## config.mk

```make
export PLATFORM = sky130hd
export DESIGN_NAME = onb_front
export DESIGN_NICKNAME = d
export VERILOG_FILES = /design/src/rtl/oren_nayar_brdf_eval_defines.svh /design/src/rtl/onb_pkg.sv /design/src/rtl/onb_front.sv
export SDC_FILE = /design/constraint.sdc
export NUM_CORES = 2
export LEC_CHECK = 0
export BUFFER_PORTS_ARGS = -buffer_cell sky130_fd_sc_hd__buf_2
export CAP_MARGIN = 15
export CELL_PAD_IN_SITES_DETAIL_PLACEMENT = 0
export CELL_PAD_IN_SITES_GLOBAL_PLACEMENT = 2
export CORE_ASPECT_RATIO = 1.4
export CORE_MARGIN = 3
export CORE_UTILIZATION = 23
export DETAILED_ROUTE_END_ITERATION = 8
export PLACE_DENSITY_LB_ADDON = 0.1
export SYNTH_ARGS = -nofsm -noshare
export SYNTH_HDL_FRONTEND = slang
export SYNTH_SLANG_ARGS = --single-unit
```

## constraint.sdc

```tcl
create_clock -name clk_i -period 6.6 [get_ports clk_i]
set_input_delay 1.32 -clock clk_i [delete_from_list [all_inputs] [get_ports clk_i]]
set_output_delay 1.32 -clock clk_i [all_outputs]
set_load 0.02 [all_outputs]
```

## src/rtl/oren_nayar_brdf_eval_defines.svh

```systemverilog
// Assertion macros used by the top level of the Oren-Nayar evaluator RTL.
`ifndef OREN_NAYAR_BRDF_EVAL_DEFINES_SVH
`define OREN_NAYAR_BRDF_EVAL_DEFINES_SVH

// Antecedent holds, so the consequent holds in the same cycle.
`define ONB_ASSERT_NOW(lbl, ante, cons) \
  lbl: assert property (@(posedge clk_i) disable iff (!rst_ni) (ante) |-> (cons)) \
    else $error("onb assertion failed");

// Antecedent holds, so the consequent holds in the next cycle.
`define ONB_ASSERT_NEXT(lbl, ante, cons) \
  lbl: assert property (@(posedge clk_i) disable iff (!rst_ni) (ante) |=> (cons)) \
    else $error("onb assertion failed");

`endif

```

## src/rtl/onb_pkg.sv

```systemverilog
// Types and constants of the Oren-Nayar evaluator.
`timescale 1ns / 1ps
package onb_pkg;
  localparam int unsigned DIR_W     = 16;
  localparam int unsigned ZW        = 15;
  localparam int unsigned DW        = 32;
  localparam int unsigned QBITS     = 17;
  localparam int unsigned GW        = 18;
  localparam int unsigned COEF_W    = 16;
  localparam int unsigned PRODB_W   = 34;
  localparam int unsigned INNER_W   = 19;
  localparam int unsigned INV_PI_W  = 15;
  localparam int unsigned IP_W      = 34;
  localparam int unsigned DEN_W     = 16;
  localparam int unsigned CFG_IDX_W = 2;
  localparam logic [INV_PI_W-1:0] INV_PI = 15'd20861;

  typedef enum logic [CFG_IDX_W-1:0] {
    REG_COEF_A = 2'd0,
    REG_COEF_B = 2'd1
  } reg_idx_e;

  typedef struct packed {
    logic [DW-1:0]    rem;
    logic [QBITS-1:0] quo;
    logic [ZW-1:0]    zmax;
    logic [DEN_W-1:0] den;
    logic             above;
    logic             gsat;
  } div_t;
endpackage

```

## src/rtl/onb_front.sv

```systemverilog
// Front stages: direction products, surface test, pdf and divider setup.
`timescale 1ns / 1ps
module onb_front #(
  parameter int unsigned CB = 16
) (
  input  logic                               clk_i,
  input  logic                               rst_ni,
  input  logic                               valid_i,
  output logic                               stall_o,
  input  logic signed [onb_pkg::DIR_W-1:0]   in_dir_x_i,
  input  logic signed [onb_pkg::DIR_W-1:0]   in_dir_y_i,
  input  logic signed [onb_pkg::DIR_W-1:0]   in_dir_z_i,
  input  logic signed [onb_pkg::DIR_W-1:0]   out_dir_x_i,
  input  logic signed [onb_pkg::DIR_W-1:0]   out_dir_y_i,
  input  logic signed [onb_pkg::DIR_W-1:0]   out_dir_z_i,
  input  logic [3*CB-1:0]                    albedo_i,
  output logic                               valid_o,
  input  logic                               stall_i,
  output onb_pkg::div_t                      div_o,
  output logic [3*CB-1:0]                    albedo_o
);
  logic signed [onb_pkg::DW-1:0] px_q, px_d, py_q, py_d;
  logic [onb_pkg::ZW-1:0]        zmax_q, zmax_d;
  logic [onb_pkg::DEN_W-1:0]     den_q, den_d;
  logic                          above_q, above_d;
  logic [3*CB-1:0]               alb0_q, alb1_q;
  logic                          v0_q, v1_q;
  logic                          adv0, adv1;
  logic [29:0]                   zprod;
  logic signed [onb_pkg::DW:0]   dsum;
  logic                          dpos;
  onb_pkg::div_t                 div_q, div_d;

  assign adv1    = !v1_q || !stall_i;
  assign adv0    = !v0_q || adv1;
  assign stall_o = !adv0;

  always_comb begin
    px_d    = in_dir_x_i * out_dir_x_i;
    py_d    = in_dir_y_i * out_dir_y_i;
    above_d = !in_dir_z_i[15] && (|in_dir_z_i) && !out_dir_z_i[15] && (|out_dir_z_i);
    zmax_d  = (in_dir_z_i > out_dir_z_i) ? in_dir_z_i[14:0] : out_dir_z_i[14:0];
    zprod   = in_dir_z_i[14:0] * onb_pkg::INV_PI;
    den_d   = {1'b0, zprod[29:15]};
  end

  always_comb begin
    dsum        = {px_q[31], px_q} + {py_q[31], py_q};
    dpos        = !dsum[32] && (|dsum);
    div_d.zmax  = zmax_q;
    div_d.den   = den_q;
    div_d.above = above_q;
    div_d.quo   = '0;
    div_d.gsat  = dpos && (dsum[31:0] >= {zmax_q, 17'b0});
    div_d.rem   = dpos ? dsum[31:0] : '0;
  end

  always_ff @(posedge clk_i or negedge rst_ni) begin
    if (!rst_ni) begin
      v0_q <= 1'b0;
      v1_q <= 1'b0;
    end else begin
      if (adv0) v0_q <= valid_i;
      if (adv1) v1_q <= v0_q;
    end
  end

  always_ff @(posedge clk_i) begin
    if (adv0) begin
      px_q    <= px_d;
      py_q    <= py_d;
      zmax_q  <= zmax_d;
      den_q   <= den_d;
      above_q <= above_d;
      alb0_q  <= albedo_i;
    end
    if (adv1) begin
      div_q  <= div_d;
      alb1_q <= alb0_q;
    end
  end

  assign valid_o  = v1_q;
  assign div_o    = div_q;
  assign albedo_o = alb1_q;
endmodule

```

* After elaboration in Yosys (flattened, before gate mapping)
Cells that the tools add are included.
** Word-level totals
- Flip-flop bits (word level) :: 257
- Input port bits :: 148
- Output and inout bits :: 132
- Logic and storage cells :: 38
** Operators by class
- Add/subtract/negate cells :: 1
- Multiply operators :: 3
- Magnitude comparators :: 2
- Mux-type cells :: 1
- Reduce and logical (&&, ||, !) cells :: 17
** Operators with widths (count)
- 16-bit by 16-bit multiplier with 32-bit output :: 2
- 32-bit by 32-bit adder with 33-bit output :: 1
- 33-bit OR reduction :: 1
- 32-bit greater-or-equal comparator :: 1
- 16-bit OR reduction :: 2
- 15-bit by 15-bit multiplier with 30-bit output (second input constant) :: 1
- 16-bit greater-than comparator :: 1
- 15-bit 2-to-1 mux :: 1
- 1-bit logical NOT :: 7
- 1-bit logical AND :: 5
- 1-bit logical OR :: 2

* Longest topological paths before layout
- Depth in word-level cells :: 4
- Gate-level depth with buffers :: 25
- Depth with buffers taken out :: 24

* Worst setup path before layout
No wires, ideal clock.
- Path kind :: input -> register
- Start :: input out_dir_y_i[7] (netlist name)
- End :: register py_q[30] (netlist name) (data pin)
- Setup time :: 0.279 ns
- Data arrival time :: 7.048 ns
- Path slack :: -0.727 ns
- Stages :: 22
- Cell sequence :: clkbuf_1 -> nand2_1 -> fa_1 -> inv_1 -> fa_1 -> inv_1 -> fa_1 -> inv_1 -> fa_1 -> fa_1 -> inv_1 -> fa_1 -> inv_1 -> ha_1 -> and3_1 -> clkbuf_1 -> nand2_1 -> o311ai_0 -> nand3_1 -> a21oi_1 -> nor4_1 -> or4b_2
** On the way
- Word-level cells in the longest chain between the ends :: 1
** RTL lines
- from (decl) :: RTL line onb_front.sv:14 : input logic signed [onb_pkg::DIR_W-1:0] out_dir_y_i,
- 16-bit by 16-bit multiplier with 32-bit output :: RTL line onb_front.sv:40 : py_d = in_dir_y_i * out_dir_y_i;
- via py_d, one bit :: RTL line onb_front.sv:22 : logic signed [onb_pkg::DW-1:0] px_q, px_d, py_q, py_d;
- to (signal assigned) :: RTL line onb_front.sv:71 : py_q <= py_d;
- to (decl) :: RTL line onb_front.sv:22
The timed path passes the listed nets, and every way through them passes these cells.
A chain may end at the register's enable or synchronous reset.

* Final worst setup path
- Start :: input in_dir_y_i[4] (netlist name)
- End :: register py_q[29] (netlist name) (data pin)
** On the way
- Word-level cells in the longest chain between the ends :: 1
** RTL lines
- from (decl) :: RTL line onb_front.sv:11 : input logic signed [onb_pkg::DIR_W-1:0] in_dir_y_i,
- 16-bit by 16-bit multiplier with 32-bit output :: RTL line onb_front.sv:40
- via py_d, one bit :: RTL line onb_front.sv:22
The timed path passes the listed nets, and every way through them passes these cells.

==> results.toml <==
[logic_synthesis]
synth_top_area_cell = "fa_1"
ys.warnings.count = 0
syn_area_um2 = 35000
ys_seq_elements = 257
yosysSeqAreaShare_pct = 22.0
avgSynthCellArea_um2 = 10.5
yosysMostFrequentCell = "inv_1"
synth_cell_types = 78
ys_top_cells_by_count = "770 x inv_1, 604 x fa_1, 343 x ha_1, 283 x nand2_1, 263 x and2_1"
async_reset_ff_share_pct = 0.778
yosys.area.top_type_share_pct = 34.6
ys_top_cells_by_area = "fa_1 35%, edfxtp_1 22%, ha_1 12%, inv_1 8.3%, and2_1 4.7%"
synth_edf_count = 255
syn-instance-count = 3348
synthFlopType = "edfxtp_1"

[job]
maxCapViolCount = 0

[sta]
min_period_ps = 6500
setup_viol = 0
worst_slew_margin_rel_pct = 27.4
maxSlewViolCount = 0
period_share_pct = 98.5
worst_clock_skew_ps = 13.1
rsz0062_at_grt = "true"
max_freq_ghz = 0.154
tightestPinTransition_ps = 1090
hold_viol = 0

[placed_design]
io_buffers = 261
dpl_cell_area_um2 = 41400
place.gp.congestion = 0.774
place_hpwl_um = 94300

[drt]
routed_wl_um = 107000
routedWlPerCell_um = 18.1
drc = 0
postRouteAntennaNets = 0
drt_iter0_markers = 821
vias_per_cell = 4.16
vias = 24601
dr.pass1.iters = 4

[critical_path]
critical-path-top-delay-family = "adder cells"
end_kind = "register"
rrSetupSlack_ps = 1360
crit_required_ps = 6960
crit_path_frequent_cell = "fa_1"
regToRegStartpoint = "px_q[1]"
cp_max_fo = 4
slowest_stage = "fa_1"
path_class = "in -> reg"
crit_chain = "buf_8 > and2_4 > fa_1 > inv_2 > fa_1 > inv_2 > fa_1 > fa_2 > fa_1 > inv_1 > fa_1 > inv_2 > ha_4 > a21oi_4 > o21ai_2 > o311a_1 > o21ai_2 > a31oi_4 > o41ai_4 > buf_4 > o21bai_1 > a21oi_1 > xnor2_1"
critPathMaxStageDelay_ps = 570
critical_path_buf_inv_count = 6
r2r_cells = 17
timing.rr.end = "div_o[0]"
critPathArrivalTime_ps = 6870
critPathLaunchType = "input port"

[hold_path]
worstHoldStart = "den_q[4]"
hp-class = "reg -> reg"
holdPathEnd = "div_o[6]"
hold_depth = 0

[floorplan]
num_rows = 168
coreArea_um2 = 151000
ios = 280
dieHeight_um = 468
initial_core_util_pct = 23.3
die_w_um = 336
dieArea_um2 = 157000

[cts]
cts.path.max_buffers = 3
cts_inserted_buffers = 30
clk_pin_slew_worst_paths_ps = 60
insertion_delay_ps = 620
root_buffer = "clkbuf_16"
ctsHtreeMaxLevel = 1
cts_tree = "yes"
cts_num_sinks = 257

[outcome]
status = "finished clean"

[global_route]
antenna_found_initial = 12
grt_usage_pct = 13.9
overflow = 0
grt_max_degree = 73
grt_pass1_wl_um = 166000
grt_pass1_vias = 28111

[layout]
area_delta_synth_final_pct = 22.7
postLayoutCellArea_um2 = 42900
layout-drive-gt1-share_pct = 20.5
nets = 5029
## cell usage in the layout (no fill, tap or decap), types with 20 or more instances in the layout
| cell | instances |
|---|---|
| a21o_1 | 48 |
| a21oi_1 | 73 |
| and2_1 | 249 |
| buf_2 | 224 |
| buf_4 | 382 |
| clkbuf_16 | 30 |
| edfxtp_1 | 255 |
| fa_1 | 589 |
| ha_1 | 328 |
| inv_1 | 763 |
| nand2_1 | 273 |
| nand2b_1 | 23 |
| nand3_1 | 22 |
| nand4_1 | 22 |
| nor2_1 | 87 |
| nor3_1 | 34 |
| o21a_1 | 29 |
| o21ai_0 | 40 |
| xnor2_1 | 83 |
| xor2_1 | 20 |
## metrics by stage
step	setup TNS, ps	util, %	hold slack [ps]	std cells	setup WS, ps
floorplan	-578	-	400	3365	-393
global placement	-15660	27.5	400	5853	-728
detailed placement	-16370	27.5	405	5853	-765
CTS	0	28.2	415	5908	5.58
global route	-170	28.5	424	5913	-68.2
finish	0	28.5	414	5915	98.6
## worst max path at each step
stage                         from  endpoint  cells after the start
detailed placement   in_dir_y_i[8]  py_q[30]                     20
finish               in_dir_y_i[4]  py_q[29]                     23
global placement    in_dir_y_i[13]  py_q[30]                     22
global route         in_dir_y_i[4]  py_q[29]                     23
CTS                  in_dir_y_i[7]  py_q[30]                     20
floorplan            in_dir_y_i[3]  py_q[30]                     21
## state kept, by name, summed over array words and instances, names as in the netlist
| signal | flops |
|---|---|
| den_q | 15 |
| alb0_q | 48 |
| valid_o | 1 |
| albedo_o | 48 |
| px_q | 32 |
| zmax_q | 15 |
| py_q | 32 |
| div_o | 64 |
| above_q | 1 |
| v0_q | 1 |
## cell families after synthesis
kind of cell             synth area share, %
flip-flops                              22.0
multiplexers                           0.490
other                                 0.0107
adder cells (fa/ha/maj)                 46.8
buffers and inverters                   9.65
AND/OR/NAND/NOR                         11.9
AO/OA/AOI/OAI                           6.54
XOR/XNOR                                2.58
## layer usage
layer | share of wire, % | track usage [%]
met3 | 3.4 | 1.55
met1 | 39 | 15.9
met5 | 0.099 | 0
met4 | 1.9 | 2.80
met2 | 55 | 27.4
## area by class of cell
type	instances	area (um2)
fillers	16058	108000
multi-input cells	2233	24500
flip-flops and latches	257	7710
repair buffers	641	4400
inverters	771	2900
well taps	1955	2450
clock buffers	30	751
clock inverters	25	236
diodes	3	7.51
## timing repair
item / in CTS / in global routing
endpoints found under the hold margin: 0 / 0
endpoints found under the setup margin: 3 / 17
pin swaps: 6 / 55
buffers inserted: 0 / 4
resized for setup: 8 / 148
gates cloned: 0 / 0
hold buffers: 0 / 0
Power is left out: the tool's default activity adds up to more than one toggle a clock period on the data nets, which glitch-free logic cannot reach.
