`src/rtl/oren_nayar_brdf_eval_defines.svh`:
```
// Assertion macros used by the top level of the Oren-Nayar evaluator RTL.
`ifndef OREN_NAYAR_BRDF_EVAL_DEFINES_SVH
`define OREN_NAYAR_BRDF_EVAL_DEFINES_SVH

// Antecedent holds, so the consequent holds in the same cycle.
`define ONB_ASSERT_NOW(lbl, ante, cons) \
  lbl: assert property (@(posedge clk_i) disable iff (!rst_ni) (ante) |-> (cons)) \
    else $error("onb assertion failed");

// Antecedent holds, so the consequent holds in the next cycle.
`define ONB_ASSERT_NEXT(lbl, ante, cons) \
  lbl: assert property (@(posedge clk_i) disable iff (!rst_ni) (ante) |=> (cons)) \
    else $error("onb assertion failed");

`endif

```
`src/rtl/onb_pkg.sv`:
```
// Types and constants of the Oren-Nayar evaluator.
`timescale 1ns / 1ps
package onb_pkg;
  localparam int unsigned DIR_W     = 16;
  localparam int unsigned ZW        = 15;
  localparam int unsigned DW        = 32;
  localparam int unsigned QBITS     = 17;
  localparam int unsigned GW        = 18;
  localparam int unsigned COEF_W    = 16;
  localparam int unsigned PRODB_W   = 34;
  localparam int unsigned INNER_W   = 19;
  localparam int unsigned INV_PI_W  = 15;
  localparam int unsigned IP_W      = 34;
  localparam int unsigned DEN_W     = 16;
  localparam int unsigned CFG_IDX_W = 2;
  localparam logic [INV_PI_W-1:0] INV_PI = 15'd20861;

  typedef enum logic [CFG_IDX_W-1:0] {
    REG_COEF_A = 2'd0,
    REG_COEF_B = 2'd1
  } reg_idx_e;

  typedef struct packed {
    logic [DW-1:0]    rem;
    logic [QBITS-1:0] quo;
    logic [ZW-1:0]    zmax;
    logic [DEN_W-1:0] den;
    logic             above;
    logic             gsat;
  } div_t;
endpackage

```
`src/rtl/onb_div_step.sv`:
```
// One restoring-division stage that settles one quotient bit.
`timescale 1ns / 1ps
module onb_div_step #(
  parameter int unsigned CB  = 16,
  parameter int unsigned BIT = 0
) (
  input  logic            clk_i,
  input  logic            rst_ni,
  input  logic            valid_i,
  output logic            stall_o,
  input  onb_pkg::div_t   div_i,
  input  logic [3*CB-1:0] albedo_i,
  output logic            valid_o,
  input  logic            stall_i,
  output onb_pkg::div_t   div_o,
  output logic [3*CB-1:0] albedo_o
);
  logic                   v_q, adv;
  logic [onb_pkg::DW-1:0] trial;
  onb_pkg::div_t          div_q, div_d;
  logic [3*CB-1:0]        alb_q;

  assign adv     = !v_q || !stall_i;
  assign stall_o = !adv;

  always_comb begin
    trial = onb_pkg::DW'(div_i.zmax) << BIT;
    div_d = div_i;
    if (div_i.rem >= trial) begin
      div_d.rem      = div_i.rem - trial;
      div_d.quo[BIT] = 1'b1;
    end
  end

  always_ff @(posedge clk_i or negedge rst_ni) begin
    if (!rst_ni) begin
      v_q <= 1'b0;
    end else if (adv) begin
      v_q <= valid_i;
    end
  end

  always_ff @(posedge clk_i) begin
    if (adv) begin
      div_q <= div_d;
      alb_q <= albedo_i;
    end
  end

  assign valid_o  = v_q;
  assign div_o    = div_q;
  assign albedo_o = alb_q;
endmodule

```
`config.mk`:
```
export PLATFORM = sky130hd
export DESIGN_NAME = onb_div_step
export DESIGN_NICKNAME = d
export VERILOG_FILES = /design/src/rtl/oren_nayar_brdf_eval_defines.svh /design/src/rtl/onb_pkg.sv /design/src/rtl/onb_div_step.sv
export SDC_FILE = /design/constraint.sdc
export NUM_CORES = 1
export LEC_CHECK = 0
export ABC_AREA = 1
export BUFFER_PORTS_ARGS = -buffer_cell sky130_fd_sc_hd__buf_4
export CAP_MARGIN = 30
export CORE_ASPECT_RATIO = 0.9
export CORE_MARGIN = 8
export CORE_UTILIZATION = 48
export CTS_BUF_LIST = sky130_fd_sc_hd__clkbuf_16
export DETAILED_ROUTE_END_ITERATION = 12
export PLACE_DENSITY = 0.81
export SETUP_SLACK_MARGIN = 0.2
export SLEW_MARGIN = 20
export SYNTH_ARGS = -nofsm -noshare
export SYNTH_HDL_FRONTEND = slang
export SYNTH_SLANG_ARGS = --single-unit
```
`constraint.sdc`:
```
create_clock -name clk_i -period 5.3 [get_ports clk_i]
set_clock_uncertainty 0.15 [all_clocks]
set_input_delay 0.795 -clock clk_i [delete_from_list [all_inputs] [get_ports clk_i]]
set_output_delay 0.795 -clock clk_i [all_outputs]
set_load 0.005 [all_outputs]
```
# Yosys cells after proc, flatten, opt, wreduce, memory -nomap -nowiden

Index checks and enable logic that the tools add are counted.

Register bits after elaboration: 131
Bits of input ports: 134
Bits in latches: 0
Memories: 0
Word-level logic and storage cells: 16
Memory bits (read-only): 0
Output and inout port bits: 132
RAM bits: 0

Multipliers: 0
Bitwise operators: 0
Muxes and demuxes: 1
Div/mod/pow operators: 0
Add/sub/neg operators: 1
Magnitude comparators: 1
Equal/unequal tests: 0
Shift-type cells: 0
Reductions and logical operators: 4

Operators with widths:

| operator           | count |
|---|---|
| $ge A32 B15 Y1     | 1 |
| $mux W32           | 1 |
| $sub A32 B15 Y32   | 1 |
| $logic_not A1 Y1   | 3 |
| $logic_or A1 B1 Y1 | 1 |

# Depth between registers and ports, before layout

Gate-level depths: netlist of the first run.

Word-level depth: 3
Gate-level depth with buffers: 14
Depth with buffers taken out: 14

# Worst setup path after synthesis of the first run

OpenSTA, ideal clock, no wires.

Path type: input to output
From: input stall_i
To: output stall_o
Data arrival time: 3.815 ns
Stages on the path: 2
Path slack: 0.540 ns
Data required time: 4.355 ns
Path buffers: 0
Path through: nand2_1 inv_1

Longest elaborated chain between the ends: 3

Ends and longest elaborated chain:

| element            | line               | text |
|---|---|---|
| from (decl)        | onb_div_step.sv:14 | `input logic stall_i,` |
| $logic_not A1 Y1   | onb_div_step.sv:23 | `assign adv = !v_q \|\| !stall_i;` |
| $logic_or A1 B1 Y1 | onb_div_step.sv:23 |  |
| $logic_not A1 Y1   | onb_div_step.sv:24 | `assign stall_o = !adv;` |
| to (decl)          | onb_div_step.sv:10 | `output logic stall_o,` |

Every way passes these cells.

# Final worst setup path of the first run

Same ends and word-level chain as after synthesis.

==> impl_metrics.json, run 1 <==
{
  "status": "finished clean",
  "arrival_ns": 1.62,
  "dp_hpwl_um": 14900,
  "max_freq_ghz": 0.390,
  "yosysSeqAreaShare": 0.641,
  "grt_max_degree": 48,
  "yosysTopAreaCellShare": 0.637,
  "hold_path.class": "primary input to flop",
  "timing.slew.headroom": 0.607,
  "grt_antenna_before_repair": 0,
  "worstMarginPinSlew_ns": 0.590,
  "vdd_ir_drop_max_uv": 197,
  "critical-path-max-stage-delay_ns": 0.42,
  "crit_path_frequent_cell": "buf_4",
  "wl_per_cell_um": 18.2,
  "slew_violations": 0,
  "die_w_um": 135,
  "crit_type": "primary input to primary output",
  "cts_hold_buf": 1,
  "async_flop_share": 0.00763,
  "drv_cap": 0,
  "cp-start-kind": "primary input",
  "first_pass_iters": 6,
  "h-tree-depth": 4,
  "drc_errors": 0,
  "grt.met1_usage": 0.245,
  "dp.cells": 992,
  "drt-initial-drc-count": 370,
  "track_usage": 0.221,
  "hold_viol": 0,
  "grt_overflow": 0,
  "yosysTopAreaCell": "edfxtp_1",
  "wirelength_um": 18600,
  "gp_congestion": 0.941,
  "drive_above_1_share": 0.411,
  "core_area_sq_um": 12600,
  "vias": 5034,
  "portBuffers": 265,
  "syn_area_sq_um": 6130,
  "finalSetupViolCount": 0,
  "layout_common_cells": "buf_4, nand2_1, edfxtp_1",
  "rsz0062_at_grt": "false",
  "die_h_um": 123,
  "grt_pass1_wl_um": 28200,
  "fp.dieArea_sq_um": 16700,
  "crit_slowest_cell": "nand2_4",
  "synthCells": 564,
  "cts_setup_buffers": 0,
  "syn_nets": 714,
  "mostFrequentLayoutCell": "buf_4",
  "grt_use_met2": 0.406,
  "root_buffer": "clkbuf_16",
  "p_leak_nw": 4.07,
  "clock_latency_ns": 0.41,
  "initial_core_util": 0.487,
  "setup_tns_ns": 0,
  "final_area_sq_um": 8850,
  "p_per_area_nw_per_um2": 313,
  "yosysWarnings": 0,
  "tritoncts": "yes",
  "clk_pin_slew_ns": 0.06,
  "cp-end-kind": "primary output",
  "yosys-top-cells-area": "edfxtp_1, nand2_1, inv_1",
  "crit_path_max_fanout": 41,
  "synth_edf_count": 130,
  "grt_pass1_vias": 5200,
  "vias_per_cell": 4.91,
  "area_growth_pct": 44.3,
  "antenna_cells": 0,
  "nets": 998,
  "worstPathCellList": "buf_4 -> nand2_4 -> inv_1 -> buf_4",
  "fin_util": 0.703,
  "clock_path_buffers": 2,
  "use_met3": 0.0699,
  "period_minus_slack_ns": 2.56,
  "critical-path-top-delay-family": "simple AND/OR/NAND/NOR gates",
  "synth-seq-cells": 131,
  "num_io_pins": 266,
  "period_share": 0.483,
  "num-fill-cells": 937,
  "ant_nets": 0,
  "busiest_layer": "met2",
  "final-instance-count-excl-fill": 1025,
  "numCtsBuffers": 17,
  "cp.required_ns": 4.36,
  "cts.sinks": 131,
  "rows": 39,
  "post_cts_resized": 0,
  "ys_types": 33,
  "synth-main-ff-cell": "edfxtp_1",
  "avgSynthCellArea_sq_um": 10.9,
  "dpl_cell_area_sq_um": 8310,
  "cp.buffers_inverters": 3
}
metrics by stage:
stage | total power (W) | setup slack [ns] | hold WS, ns
2_1_floorplan | 0.00148 | 0.540 | 0.349
4_1_cts | 0.00279 | 2.71 | 0.385
3_3_place_gp | 0.00173 | 2.33 | 0.421
3_5_place_dp | 0.00175 | 2.37 | 0.421
6_report | 0.00277 | 2.74 | 0.406
5_1_grt | 0.00288 | 2.62 | 0.383
synthesized netlist by cell type (7+ instances only):
library cell,n
nor2_1,41
xnor2_1,7
a21oi_2,12
inv_1,85
ha_1,15
o21ai_2,14
edfxtp_1,130
a21oi_1,10
nor3_1,12
nand2_1,156
nand2_2,14
nand4_1,7
nand3_1,23
power by group:
group	internal (W)	total, W	switching (W)	leakage [nW]
combinational	0.000229	0.000450	0.000221	2.49
clock	0.000599	0.00105	0.000447	0.264
sequential	0.00125	0.00127	0.0000269	1.32
sequential cells by signal, indices dropped and copies added (netlist names):
| signal | cells |
|---|---|
| albedo_o | 48 |
| valid_o | 1 |
| div_o | 82 |
cell type report:
class / count / area [sq um] / share of cell area
tap: 164 / 205 / 0.0232
clock inverter: 15 / 104 / 0.0117
multi-input combinational: 340 / 1810 / 0.205
sequential: 131 / 3930 / 0.444
inverter: 90 / 345 / 0.0390
clock buffer: 17 / 425 / 0.0481
timing repair buffer: 268 / 2030 / 0.229
worst paths after layout:
| kind | cells past startpoint | slack (ns) | start | to |
|---|---|---|---|---|
| worst min register to register | 1 | 0.87 | valid_o | div_o[6] |
| worst max register to register | 2 | 3.29 | valid_o | div_o[1] |
| max in group asynchronous | 2 | 4.36 | rst_ni | valid_o |
| worst min-delay path | 1 | 0.41 | albedo_i[8] | albedo_o[8] |
| min in group asynchronous | 2 | 0.56 | rst_ni | valid_o |
| worst max-delay path | 4 | 2.74 | stall_i | stall_o |
kinds of logic (layout without fill, tap and decap cells):
logic type / count (synthesis) / in the layout / synth area share
compound gates: 45 / 45 / 0.0553
fa+ha+maj: 16 / 16 / 0.0339
simple gates: 267 / 267 / 0.188
flops: 131 / 131 / 0.641
xor+xnor: 12 / 12 / 0.0171
buf+inv: 93 / 390 / 0.0647
routing by layer:
layer / part of all wire / vias up
li1: - / 2446
met1: 0.38 / 2357
met2: 0.53 / 223
met3: 0.083 / 8
met4: 0.0085 / 0
met5: 0 / -
(Power assumes the default switching activity.)
==> run 2, diff against run 1 <==
CORE_UTILIZATION = 43   (was 48)
PLACE_DENSITY = 0.76   (was 0.81)
clock period = 2.06 ns   (was 5.3 ns; I/O delays follow)
==> run 2 against run 1 <==
Effect of this change: total power rose to 2.9 times the previous value; highest routed layer unchanged; setup slack got worse by 2.5 ns; critical path depth fell by 1; utilization rose by 6.1 points.
==> impl_metrics.json, run 2 (same netlist as run 1, synthesis figures left out) <==
{
  "status": "finished clean",
  "rsz0062_at_grt": "false",
  "drv_cap": 0,
  "p_int_w": 0.00593,
  "first_pass_iters": 8,
  "crit_path_max_fanout": 19,
  "nets": 1155,
  "worstMarginPinSlew_ns": 0.382,
  "seqPwrFrac": 0.409,
  "ant_nets": 0,
  "cp-start-kind": "flop",
  "grt_antenna_before_repair": 0,
  "power_w": 0.00805,
  "switching_power_w": 0.00212,
  "vdd_ir_drop_max_uv": 528,
  "initial_core_util": 0.438,
  "grt_pass1_vias": 6043,
  "vias": 5797,
  "arrival_ns": 1.33,
  "antenna_cells": 0,
  "period_minus_slack_ns": 1.78,
  "area_growth_pct": 74.5,
  "clk_pin_slew_ns": 0.06,
  "max_freq_ghz": 0.560,
  "drt-initial-drc-count": 404,
  "p_clk_frac": 0.394,
  "die_h_um": 129,
  "mostFrequentLayoutCell": "buf_4",
  "drc_errors": 0,
  "tritoncts": "yes",
  "multi_input_area_sq_um": 2090,
  "slew_violations": 0,
  "dpl_cell_area_sq_um": 9060,
  "core_area_sq_um": 14000,
  "fp.dieArea_sq_um": 18300,
  "num-fill-cells": 908,
  "dp_hpwl_um": 15900,
  "p_per_area_nw_per_um2": 752,
  "period_share": 0.866,
  "wirelength_um": 23500,
  "vias_per_cell": 4.79,
  "rows": 41,
  "clock_latency_ns": 0.41,
  "timing.slew.headroom": 0.743,
  "layout_common_cells": "buf_4, nand2_1, edfxtp_1",
  "cts_setup_buffers": 0,
  "grt_overflow": 0,
  "num_io_pins": 266,
  "die_w_um": 142,
  "grt_pass1_wl_um": 35000,
  "h-tree-depth": 4,
  "numCtsBuffers": 17,
  "drive_above_1_share": 0.454,
  "combPwrFrac": 0.198,
  "seq_area_sq_um": 3930,
  "root_buffer": "clkbuf_16",
  "grt_max_degree": 38,
  "hold_path.class": "primary input to flop",
  "gp_congestion": 0.913,
  "finalSetupViolCount": 0,
  "crit_type": "flop to primary output",
  "netSwitchingFraction": 0.264,
  "largest_register_ff_count": 82,
  "hold_viol": 0,
  "clock_path_buffers": 2,
  "cts.sinks": 131,
  "wl_per_cell_um": 19.4,
  "rr_worst_depth": 2,
  "cp.required_ns": 1.60,
  "portBuffers": 265,
  "final_area_sq_um": 10700,
  "whs_path_depth": 2,
  "p_leak_nw": 4.82,
  "cp-end-kind": "primary output",
  "track_usage": 0.253
}
==> run 2: changes by cell type in the layout (fill, tap and decap cells not counted), moves of 10 or more <==
cell	previous run	this run
buf_4	266	324
ha_4	0	14
nand2_2	14	24
inv_1	86	76
ha_1	15	1
dlygate4sd3_1	1	97
nand2_1	155	143
==> run 2: path summary, 6_finish.rpt <==
path,startpoint,endpoint,slack [ns]
min in group asynchronous,rst_ni,valid_o,0.06
setup reg to reg,valid_o,albedo_o[10],0.64
setup / recovery,valid_o,stall_o,0.28
hold reg to reg,valid_o,div_o[77],0.71
max in group asynchronous,rst_ni,valid_o,1.61
hold / removal,div_i[30],div_o[30],0.02
==> run 2: per-stage QoR <==
stage          setup TNS [ns]  hold WS [ns]  worst slack, ns  cells  utilization
2_1_floorplan               0        -0.137           0.0860    564            -
3_3_place_gp            -2.65       -0.0657           -0.128   1081        0.647
3_5_place_dp            -3.12       -0.0652           -0.151   1081        0.647
6_report                    0        0.0242            0.275   1211        0.764
4_1_cts                     0       0.00128            0.260   1211        0.761
5_1_grt                     0        0.0107            0.204   1211        0.764
==> run 2: per-layer routing <==
layer  track usage  vias to the layer above  part of all wire
met3        0.0768                       47             0.077
met2         0.464                      278              0.52
met1         0.278                     2715              0.38
met5             0                        -                 0
li1              -                     2757                 -
met4        0.0776                        0             0.024
==> run 2: final cells by class <==
class                           count  share of cell area
Tap cell                          193              0.0226
Multi-Input combinational cell    341               0.195
Sequential cell                   131               0.367
Inverter                           90              0.0338
Clock buffer                       17              0.0398
Timing Repair Buffer              424               0.324
Clock inverter                     15              0.0178
==> run 2: what timing repair did <==
item	in CTS	in global routing
resized for setup	1	11
setup endpoints to repair	1	9
cloned	1	0
pin swaps	1	1
hold buffers	97	0
hold endpoints to repair	97	0
==> run 2: power by group through the flow <==
stage | clock network, W | logic (W) | registers [W]
detailed placement | 0 | 0.00139 | 0.00333
global placement | 0 | 0.00137 | 0.00332
floorplan | 0 | 0.000493 | 0.00335
finish | 0.00317 | 0.00159 | 0.00329
CTS | 0.00318 | 0.00156 | 0.00328
global route | 0.00332 | 0.00171 | 0.00330
==> run 2: critical path: stages, from the launching register on <==
cell     delay (ns)
dfrtp_2        0.48
nand2_8        0.20
inv_1          0.08
buf_4          0.14
