$ cat src/rtl/oren_nayar_brdf_eval_defines.svh
// Assertion macros used by the top level of the Oren-Nayar evaluator RTL.
`ifndef OREN_NAYAR_BRDF_EVAL_DEFINES_SVH
`define OREN_NAYAR_BRDF_EVAL_DEFINES_SVH

// Antecedent holds, so the consequent holds in the same cycle.
`define ONB_ASSERT_NOW(lbl, ante, cons) \
  lbl: assert property (@(posedge clk_i) disable iff (!rst_ni) (ante) |-> (cons)) \
    else $error("onb assertion failed");

// Antecedent holds, so the consequent holds in the next cycle.
`define ONB_ASSERT_NEXT(lbl, ante, cons) \
  lbl: assert property (@(posedge clk_i) disable iff (!rst_ni) (ante) |=> (cons)) \
    else $error("onb assertion failed");

`endif

$ cat src/rtl/onb_pkg.sv
// Types and constants of the Oren-Nayar evaluator.
`timescale 1ns / 1ps
package onb_pkg;
  localparam int unsigned DIR_W     = 16;
  localparam int unsigned ZW        = 15;
  localparam int unsigned DW        = 32;
  localparam int unsigned QBITS     = 17;
  localparam int unsigned GW        = 18;
  localparam int unsigned COEF_W    = 16;
  localparam int unsigned PRODB_W   = 34;
  localparam int unsigned INNER_W   = 19;
  localparam int unsigned INV_PI_W  = 15;
  localparam int unsigned IP_W      = 34;
  localparam int unsigned DEN_W     = 16;
  localparam int unsigned CFG_IDX_W = 2;
  localparam logic [INV_PI_W-1:0] INV_PI = 15'd20861;

  typedef enum logic [CFG_IDX_W-1:0] {
    REG_COEF_A = 2'd0,
    REG_COEF_B = 2'd1
  } reg_idx_e;

  typedef struct packed {
    logic [DW-1:0]    rem;
    logic [QBITS-1:0] quo;
    logic [ZW-1:0]    zmax;
    logic [DEN_W-1:0] den;
    logic             above;
    logic             gsat;
  } div_t;
endpackage

$ cat src/rtl/onb_shade.sv
// Back stages: coefficient blend, 1/pi scaling, color products and saturation.
`timescale 1ns / 1ps
module onb_shade #(
  parameter int unsigned CB = 16
) (
  input  logic                        clk_i,
  input  logic                        rst_ni,
  input  logic                        valid_i,
  output logic                        stall_o,
  input  onb_pkg::div_t               div_i,
  input  logic [3*CB-1:0]             albedo_i,
  input  logic [onb_pkg::COEF_W-1:0]  coef_a_i,
  input  logic [onb_pkg::COEF_W-1:0]  coef_b_i,
  output logic                        valid_o,
  input  logic                        stall_i,
  output logic [CB-1:0]               refl_red_o,
  output logic [CB-1:0]               refl_green_o,
  output logic [CB-1:0]               refl_blue_o,
  output logic [onb_pkg::DEN_W-1:0]   density_o,
  output logic                        above_surface_o,
  output logic                        clipped_o
);
  localparam int unsigned NS  = 5;
  localparam int unsigned MW  = CB + onb_pkg::IP_W;
  localparam int unsigned SHW = CB + 1;

  logic [NS-1:0]                 v_q, adv;
  logic [onb_pkg::DEN_W-1:0]     den_q [NS-1];
  logic                          above_q [NS-1];
  logic [3*CB-1:0]               alb_q [3];
  logic [onb_pkg::GW-1:0]        g;
  logic [onb_pkg::PRODB_W-1:0]   prodb_q;
  logic [onb_pkg::INNER_W-1:0]   inner_q;
  logic [onb_pkg::IP_W-1:0]      ip_q;
  logic [MW-1:0]                 m_q [3];
  logic [SHW-1:0]                sh [3];
  logic [CB-1:0]                 ch [3];
  logic [2:0]                    sat;
  logic [CB-1:0]                 red_q, green_q, blue_q;
  logic [onb_pkg::DEN_W-1:0]     dout_q;
  logic                          aout_q, clip_q;

  always_comb begin
    adv[NS-1] = !v_q[NS-1] || !stall_i;
    for (int k = NS - 2; k >= 0; k--) begin
      adv[k] = !v_q[k] || adv[k+1];
    end
  end
  assign stall_o = !adv[0];

  assign g = div_i.gsat ? onb_pkg::GW'(1 << onb_pkg::QBITS) : {1'b0, div_i.quo};

  always_comb begin
    for (int c = 0; c < 3; c++) begin
      sh[c]  = SHW'(m_q[c] >> 33);
      sat[c] = sh[c][CB];
      ch[c]  = sat[c] ? {CB{1'b1}} : sh[c][CB-1:0];
    end
  end

  always_ff @(posedge clk_i or negedge rst_ni) begin
    if (!rst_ni) begin
      v_q <= '0;
    end else begin
      if (adv[0]) v_q[0] <= valid_i;
      for (int k = 1; k < NS; k++) begin
        if (adv[k]) v_q[k] <= v_q[k-1];
      end
    end
  end

  always_ff @(posedge clk_i) begin
    if (adv[0]) begin
      prodb_q    <= coef_b_i * g;
      den_q[0]   <= div_i.den;
      above_q[0] <= div_i.above;
      alb_q[0]   <= albedo_i;
    end
    if (adv[1]) begin
      inner_q    <= onb_pkg::INNER_W'(coef_a_i) + onb_pkg::INNER_W'(prodb_q >> 15);
      den_q[1]   <= den_q[0];
      above_q[1] <= above_q[0];
      alb_q[1]   <= alb_q[0];
    end
    if (adv[2]) begin
      ip_q       <= inner_q * onb_pkg::INV_PI;
      den_q[2]   <= den_q[1];
      above_q[2] <= above_q[1];
      alb_q[2]   <= alb_q[1];
    end
    if (adv[3]) begin
      for (int c = 0; c < 3; c++) begin
        m_q[c] <= alb_q[2][c*CB +: CB] * ip_q;
      end
      den_q[3]   <= den_q[2];
      above_q[3] <= above_q[2];
    end
    if (adv[4]) begin
      red_q   <= above_q[3] ? ch[0] : '0;
      green_q <= above_q[3] ? ch[1] : '0;
      blue_q  <= above_q[3] ? ch[2] : '0;
      dout_q  <= above_q[3] ? den_q[3] : '0;
      aout_q  <= above_q[3];
      clip_q  <= above_q[3] && (|sat);
    end
  end

  assign valid_o         = v_q[NS-1];
  assign refl_red_o      = red_q;
  assign refl_green_o    = green_q;
  assign refl_blue_o     = blue_q;
  assign density_o       = dout_q;
  assign above_surface_o = aout_q;
  assign clipped_o       = clip_q;
endmodule

$ cat config.mk
export PLATFORM = sky130hd
export DESIGN_NAME = onb_shade
export DESIGN_NICKNAME = d
export VERILOG_FILES = /design/src/rtl/oren_nayar_brdf_eval_defines.svh /design/src/rtl/onb_pkg.sv /design/src/rtl/onb_shade.sv
export SDC_FILE = /design/constraint.sdc
export NUM_CORES = 2
export LEC_CHECK = 0
export ABC_CLOCK_PERIOD_IN_PS = 7800
export BUFFER_PORTS_ARGS = -buffer_cell sky130_fd_sc_hd__buf_4
export CAP_MARGIN = 20
export CORE_ASPECT_RATIO = 0.8
export CORE_MARGIN = 5
export CORE_UTILIZATION = 55
export DETAILED_ROUTE_END_ITERATION = 10
export PLACE_DENSITY = 0.82
export SYNTH_ARGS = -nofsm -noshare
export SYNTH_HDL_FRONTEND = slang
export SYNTH_SLANG_ARGS = --single-unit
$ cat constraint.sdc
create_clock -name clk_i -period 7.8 [get_ports clk_i]
set_clock_uncertainty 0.15 [all_clocks]
set_input_delay 1.56 -clock clk_i [delete_from_list [all_inputs] [get_ports clk_i]]
set_output_delay 1.56 -clock clk_i [all_outputs]
set_load 0.03 [all_outputs]
======== Word level (Yosys, flattened, before mapping) ========
Memories as Yosys holds them, arrays and structs flattened. A register that Yosys moved wholly into a read port is not among the register bits.
Cells that the tools add are included.
word-level totals
  memories kept ........................... 4
  RAM bits ................................ 362
  input port bits ......................... 166
  register bits ........................... 142
  output and inout bits ................... 68
  logic and storage cells ................. 50
memories
  memory   depth  bits a word  rd ports  clocked after memory_dff  wr ports  RTL line         source
  m_q      3      50           3         0                         3         onb_shade.sv:35  logic [MW-1:0] m_q [3];
  alb_q    3      48           3         0                         3         onb_shade.sv:30  logic [3*CB-1:0] alb_q [3];
  den_q    4      16           4         1                         4         onb_shade.sv:28  logic [onb_pkg::DEN_W-1:0] den_q [NS-1];
  above_q  4      1            4         0                         4         onb_shade.sv:29  logic above_q [NS-1];
cells by class
  add/sub/neg operators ................... 1
  $mul .................................... 5
  multiplexer cells ....................... 12
  reductions and logical operators ........ 15
operators with widths
  cell                      number
  $mul A16 B34 Y50          3
  $mux W16                  3
  $mul A16 B18 Y34          1
  $mul A19 B15 Y34 const B  1
  $add A16 B19 Y19          1
  $mux W18                  1
  $logic_not A1 Y1          8
  $mux W1                   8
  $logic_or A1 B1 Y1        5
  $reduce_or A3 Y1          1
  $logic_and A1 B1 Y1       1

======== Depth between registers and ports, before layout ========
  depth after elaboration ................. 8
  gate-level depth with buffers ........... 26
  mapped depth without buffers ............ 24

======== Least setup slack after synthesis ========
No wires, ideal clock.
  path kind ............................... input-to-reg
  start point ............................. input div_i[0] (netlist name)
  end point ............................... register prodb_q[33] (netlist name) (data pin)
  arrival time ............................ 7.658 ns
  library setup time ...................... 0.262 ns
  stages .................................. 23
  path buffers ............................ 3
  setup slack ............................. -0.271 ns
  data required time ...................... 7.388 ns
  cells stage by stage .................... clkbuf_1 -> clkbuf_1 -> nor2b_1 -> clkbuf_1 -> nand2_1 -> fa_1 -> fa_1 -> fa_1 -> inv_1 -> fa_1 -> fa_1 -> inv_1 -> fa_1 -> inv_1 -> ha_1 -> a21o_1 -> a21o_1 -> a221o_1 -> a41o_1 -> a211oi_2 -> a311oi_2 -> a311oi_2 -> xnor2_1
between the ends
  word-level cells in the longest chain between the ends .. 2
ends and longest elaborated chain
  what                  RTL line         source
  from (decl)           onb_shade.sv:10  input onb_pkg::div_t div_i,
  $mux W18              onb_shade.sv:51  assign g = div_i.gsat ? onb_pkg::GW'(1 << onb_pkg::QBITS) : {1'b0, div_i.quo};
  $mul A16 B18 Y34      onb_shade.sv:74  prodb_q <= coef_b_i * g;
  to (signal assigned)  onb_shade.sv:74
  to (decl)             onb_shade.sv:32  logic [onb_pkg::PRODB_W-1:0] prodb_q;
No other way between the ends.
A chain may end at the register's enable or synchronous reset.

==> run summary <==
The post-synthesis share of cell area spent on and, or, nand and nor gates came out at 14.4%. The transition time at the pin with the least slew margin is 1.09 ns. The placeable core region is 0.138 sq mm. The number of warning messages in the yosys log came out at 0. The area of the multi-input gates is 0.0558 sq mm. In this run the horizontal extent of the chip is 426 microns. The worst hold path belongs to the class flip-flop to flip-flop. Global routing used 25.4% of the available tracks. In this run the count of I/O pins placed on the die edge is 234. The first global-routing pass estimated 298,000 microns of wire.

The final-report hold violation count is 0. The flop and latch count out of synthesis came out at 406. The total wirelength of the detailed-routed design came out at 179,000 microns. The worst hold path begins at alb_q[0][17]$_DFFE_PN_. The initial antenna violation count is 1. Of the cells placed in the final design, the portion with a size suffix greater than 1 is 7.24%. The synthesized area per cell came out at 9.89 sq um. Along the worst hold path, the cell count comes to 0. The internal reg-to-reg setup slack came out at 0.24 ns.

The clock reaches the later pin of the worst-skew pair after 0.64 ns. From bottom edge to top edge, the die measures 343 microns. The worst setup path is of the flip-flop to flip-flop kind. The required arrival time at the worst endpoint came out at 8.00 ns. The number of search-and-repair iterations in the first detailed-routing pass came out at 6. The run finished with clean final reports. The average wire per cell in the routed design came out at 18.4 microns. The floorplan row count came out at 122. The number of nets in the final layout came out at 10,300.

TritonCTS built the clock tree. The hold buffer count at cts came out at 0. The path with the worst hold slack has its endpoint at alb_q[0][65]$_DFFE_PP_.

The worst-case reg-to-reg path depth is 21. The detailed-placement wirelength estimate came out at 144,000 microns. The worst register-to-register path begins at alb_q[0][98]$_DFFE_PP_. The growth of design area from synthesis to finish is 7.96%. The number of cells produced by synthesis is 7,719. For this run, the leading register cell type out of synthesis is sky130_fd_sc_hd__edfxtp_1. The worst register-to-register path ends at m_q[0][46]$_DFFE_PP_. The worst setup path is launched from a flip-flop. The via count of the first global-routing pass came out at 57,800. The pin count of the biggest net entering global routing came out at 68. The post-CTS clock slew at the launch and capture registers of the worst setup and hold paths is 0.07 ns. The netlist area before placement is 0.0763 sq mm.

The number of slew-limit violations in the final report is 0. The fraction of registers with async set or reset after synthesis is 1.23%. The worst setup path is captured at a flip-flop.

The portion of synthesized cell area occupied by the leading cell type is 43.7%. The distinct cell type count of the synthesized netlist came out at 73. The starting DRC count in detailed routing came out at 3,940. The post-synthesis mux area share came out at 0%. Once the floorplan was initialized, standard cells occupied 55.2% of the core. The post-route minimum period is 7.56 ns. The total global routing overflow came out at 0. The largest driver fanout on the critical path is 16. The fill cell instance count of the final layout came out at 10,800. The average vias per placed instance is 5.42.

The register area came out at 0.0122 sq mm. The TritonCTS buffer count came out at 43. The compound-cell area share of the yosys netlist is 3.84%. The count of maximum capacitance violations is 0. The share of synthesized area occupied by flip-flops and latches is 15.9%. The count of buffers from port buffering came out at 186. Counting every net in the synthesized netlist gives 10,100. After synthesis, the largest family of logic cells by area is adder cells. The post-route core utilization is 59.6%. The share of the clock period used by the worst path is 97.0%. The post-synthesis share of cell area spent on full adders, half adders and majority gates is 53.5%. The highest achievable clock rate is 0.132 GHz. The tree is rooted in a sky130_fd_sc_hd__clkbuf_16. The post-synthesis share of cell area spent on xor and xnor gates came out at 1.31%.

The number of nets still failing antenna checks after routing came out at 0. The top cell types in the final layout, fill and taps aside, are 1,853 x sky130_fd_sc_hd__inv_1, 1,665 x sky130_fd_sc_hd__fa_1, 1,172 x sky130_fd_sc_hd__nand2_1. By area the synthesized netlist is led by sky130_fd_sc_hd__fa_1 44%, sky130_fd_sc_hd__edfxtp_1 16%, sky130_fd_sc_hd__ha_1 9.8%. Headroom to the max-slew limit came out at 27.4%. The number of diodes added for antenna fixing came out at 0. Setup violations remaining at the end of the flow were counted as 0. The worst path arrival time came out at 7.77 ns.

The area of the die is 0.146 sq mm. The number of buffers on the longest clock path came out at 3. The count of unresolved DRC violations after routing came out at 0.

The routability congestion estimate from global placement is 0.910. The number of enable-type register cells in the synthesized netlist is 401. The biggest area consumer among synthesized cells is sky130_fd_sc_hd__fa_1. Leaving out fill and tap cells, the most frequent cell in the layout is sky130_fd_sc_hd__inv_1. The number of levels the H-tree was split into is 2.

Counting every sink on the clock net gives 406. The final route contains 52,800 vias.
-- how the worst max path moves through the flow --
stage | start | end | slack [ns] | cells past startpoint
floorplan | div_i[0] | prodb_q[32]$_DFFE_PN_ | 0.005 | 26
global placement | div_i[0] | prodb_q[32]$_DFFE_PN_ | -0.25 | 26
detailed placement | div_i[0] | prodb_q[24]$_DFFE_PN_ | -0.44 | 23
CTS | div_i[0] | prodb_q[24]$_DFFE_PN_ | 0.22 | 23
global route | alb_q[0][102]$_DFFE_PP_ | m_q[0][46]$_DFFE_PP_ | -0.02 | 22
finish | alb_q[0][98]$_DFFE_PP_ | m_q[0][46]$_DFFE_PP_ | 0.24 | 21
-- synthesized netlist by cell type, types with 3 or more instances --
| cell | instances |
|---|---|
| sky130_fd_sc_hd__a2111oi_0 | 5 |
| sky130_fd_sc_hd__a211o_1 | 3 |
| sky130_fd_sc_hd__a211oi_1 | 18 |
| sky130_fd_sc_hd__a21boi_0 | 5 |
| sky130_fd_sc_hd__a21o_1 | 62 |
| sky130_fd_sc_hd__a21oi_1 | 110 |
| sky130_fd_sc_hd__a21oi_2 | 3 |
| sky130_fd_sc_hd__a221o_1 | 4 |
| sky130_fd_sc_hd__a31o_2 | 3 |
| sky130_fd_sc_hd__a31oi_1 | 12 |
| sky130_fd_sc_hd__and2_1 | 823 |
| sky130_fd_sc_hd__and3_1 | 10 |
| sky130_fd_sc_hd__and4_1 | 8 |
| sky130_fd_sc_hd__clkbuf_1 | 382 |
| sky130_fd_sc_hd__dfrtp_1 | 5 |
| sky130_fd_sc_hd__edfxtp_1 | 401 |
| sky130_fd_sc_hd__fa_1 | 1665 |
| sky130_fd_sc_hd__ha_1 | 599 |
| sky130_fd_sc_hd__inv_1 | 1854 |
| sky130_fd_sc_hd__nand2_1 | 1174 |
| sky130_fd_sc_hd__nand2b_1 | 11 |
| sky130_fd_sc_hd__nand3_1 | 40 |
| sky130_fd_sc_hd__nand4_1 | 33 |
| sky130_fd_sc_hd__nor2_1 | 76 |
| sky130_fd_sc_hd__nor2b_1 | 31 |
| sky130_fd_sc_hd__nor3_1 | 41 |
| sky130_fd_sc_hd__nor3b_1 | 3 |
| sky130_fd_sc_hd__nor4_1 | 4 |
| sky130_fd_sc_hd__o211ai_1 | 9 |
| sky130_fd_sc_hd__o21a_1 | 66 |
| sky130_fd_sc_hd__o21ai_0 | 59 |
| sky130_fd_sc_hd__o21ai_1 | 7 |
| sky130_fd_sc_hd__o21bai_1 | 14 |
| sky130_fd_sc_hd__o22ai_1 | 3 |
| sky130_fd_sc_hd__o31ai_1 | 8 |
| sky130_fd_sc_hd__xnor2_1 | 85 |
| sky130_fd_sc_hd__xor2_1 | 29 |
-- what timing repair did --
action	CTS	global route
gates resized for setup	0	5
setup endpoints to repair	0	11
setup buffers	0	29
-- flip-flops by register name (all words and copies together) (netlist names) --
register,count
refl_blue_o,16
above_q,4
above_surface_o,1
clipped_o,1
v_q,5
density_o,16
inner_q,19
alb_q,144
ip_q,34
refl_green_o,16
refl_red_o,16
m_q,51
den_q,64
prodb_q,19
-- through the flow --
stage	cells	setup TNS [ns]	cell area, sq um	hold WS (ns)	setup slack [ns]
finish	9734	0	82400	0.231	0.235
global route	9734	-0.0164	82400	0.237	-0.0164
CTS	9704	0	82100	0.224	0.222
detailed placement	9629	-3.68	80800	0.255	-0.438
global placement	9629	-1.92	80800	0.250	-0.248
floorplan	7719	0	76400	0.250	0.00540
-- cells by family after synthesis --
family / Yosys count
adders and majority gates: 2264
and+or+nand+nor: 2266
DFF: 406
buffers and inverters: 2239
AOI/OAI and AO/OA: 430
xor gates and xnor gates: 114
-- layout make-up --
| type | count | area share [%] |
|---|---|---|
| Clock buffer | 48 | 1.33 |
| Multi-Input combinational cell | 5074 | 67.7 |
| Inverter | 1854 | 8.45 |
| Timing Repair Buffer | 465 | 4.62 |
| Clock inverter | 27 | 0.295 |
| Sequential cell | 406 | 14.8 |
| Tap cell | 1860 | 2.82 |
-- critical path: stages, from the launching register on --
cell and delay [ns]:
sky130_fd_sc_hd__edfxtp_1 0.87, sky130_fd_sc_hd__nand2_1 0.22, sky130_fd_sc_hd__fa_1 0.58, sky130_fd_sc_hd__fa_1 0.49
sky130_fd_sc_hd__fa_1 0.57, sky130_fd_sc_hd__inv_1 0.06, sky130_fd_sc_hd__fa_1 0.46, sky130_fd_sc_hd__fa_1 0.55
sky130_fd_sc_hd__inv_1 0.06, sky130_fd_sc_hd__fa_1 0.47, sky130_fd_sc_hd__inv_1 0.05, sky130_fd_sc_hd__ha_1 0.30
sky130_fd_sc_hd__buf_4 0.16, sky130_fd_sc_hd__and4_1 0.22, sky130_fd_sc_hd__nor2b_1 0.13, sky130_fd_sc_hd__o311ai_0 0.44
sky130_fd_sc_hd__o311a_1 0.32, sky130_fd_sc_hd__a2bb2oi_1 0.39, sky130_fd_sc_hd__nand3_1 0.20, sky130_fd_sc_hd__a41oi_1 0.33
sky130_fd_sc_hd__o21ai_1 0.12, sky130_fd_sc_hd__xor2_1 0.15
-- per-layer routing --
layer	vias to the layer above	GRT usage, %	part of all wire [%]
met2	2484	41.5	48
met1	26800	34.8	39
li1	23000	-	-
met5	-	0	0.024
met4	6	6.61	2.8
met3	410	5.38	9.6
Power is not shown: default switching activity piles up to over one toggle a cycle in this logic, so the estimate is an artifact.
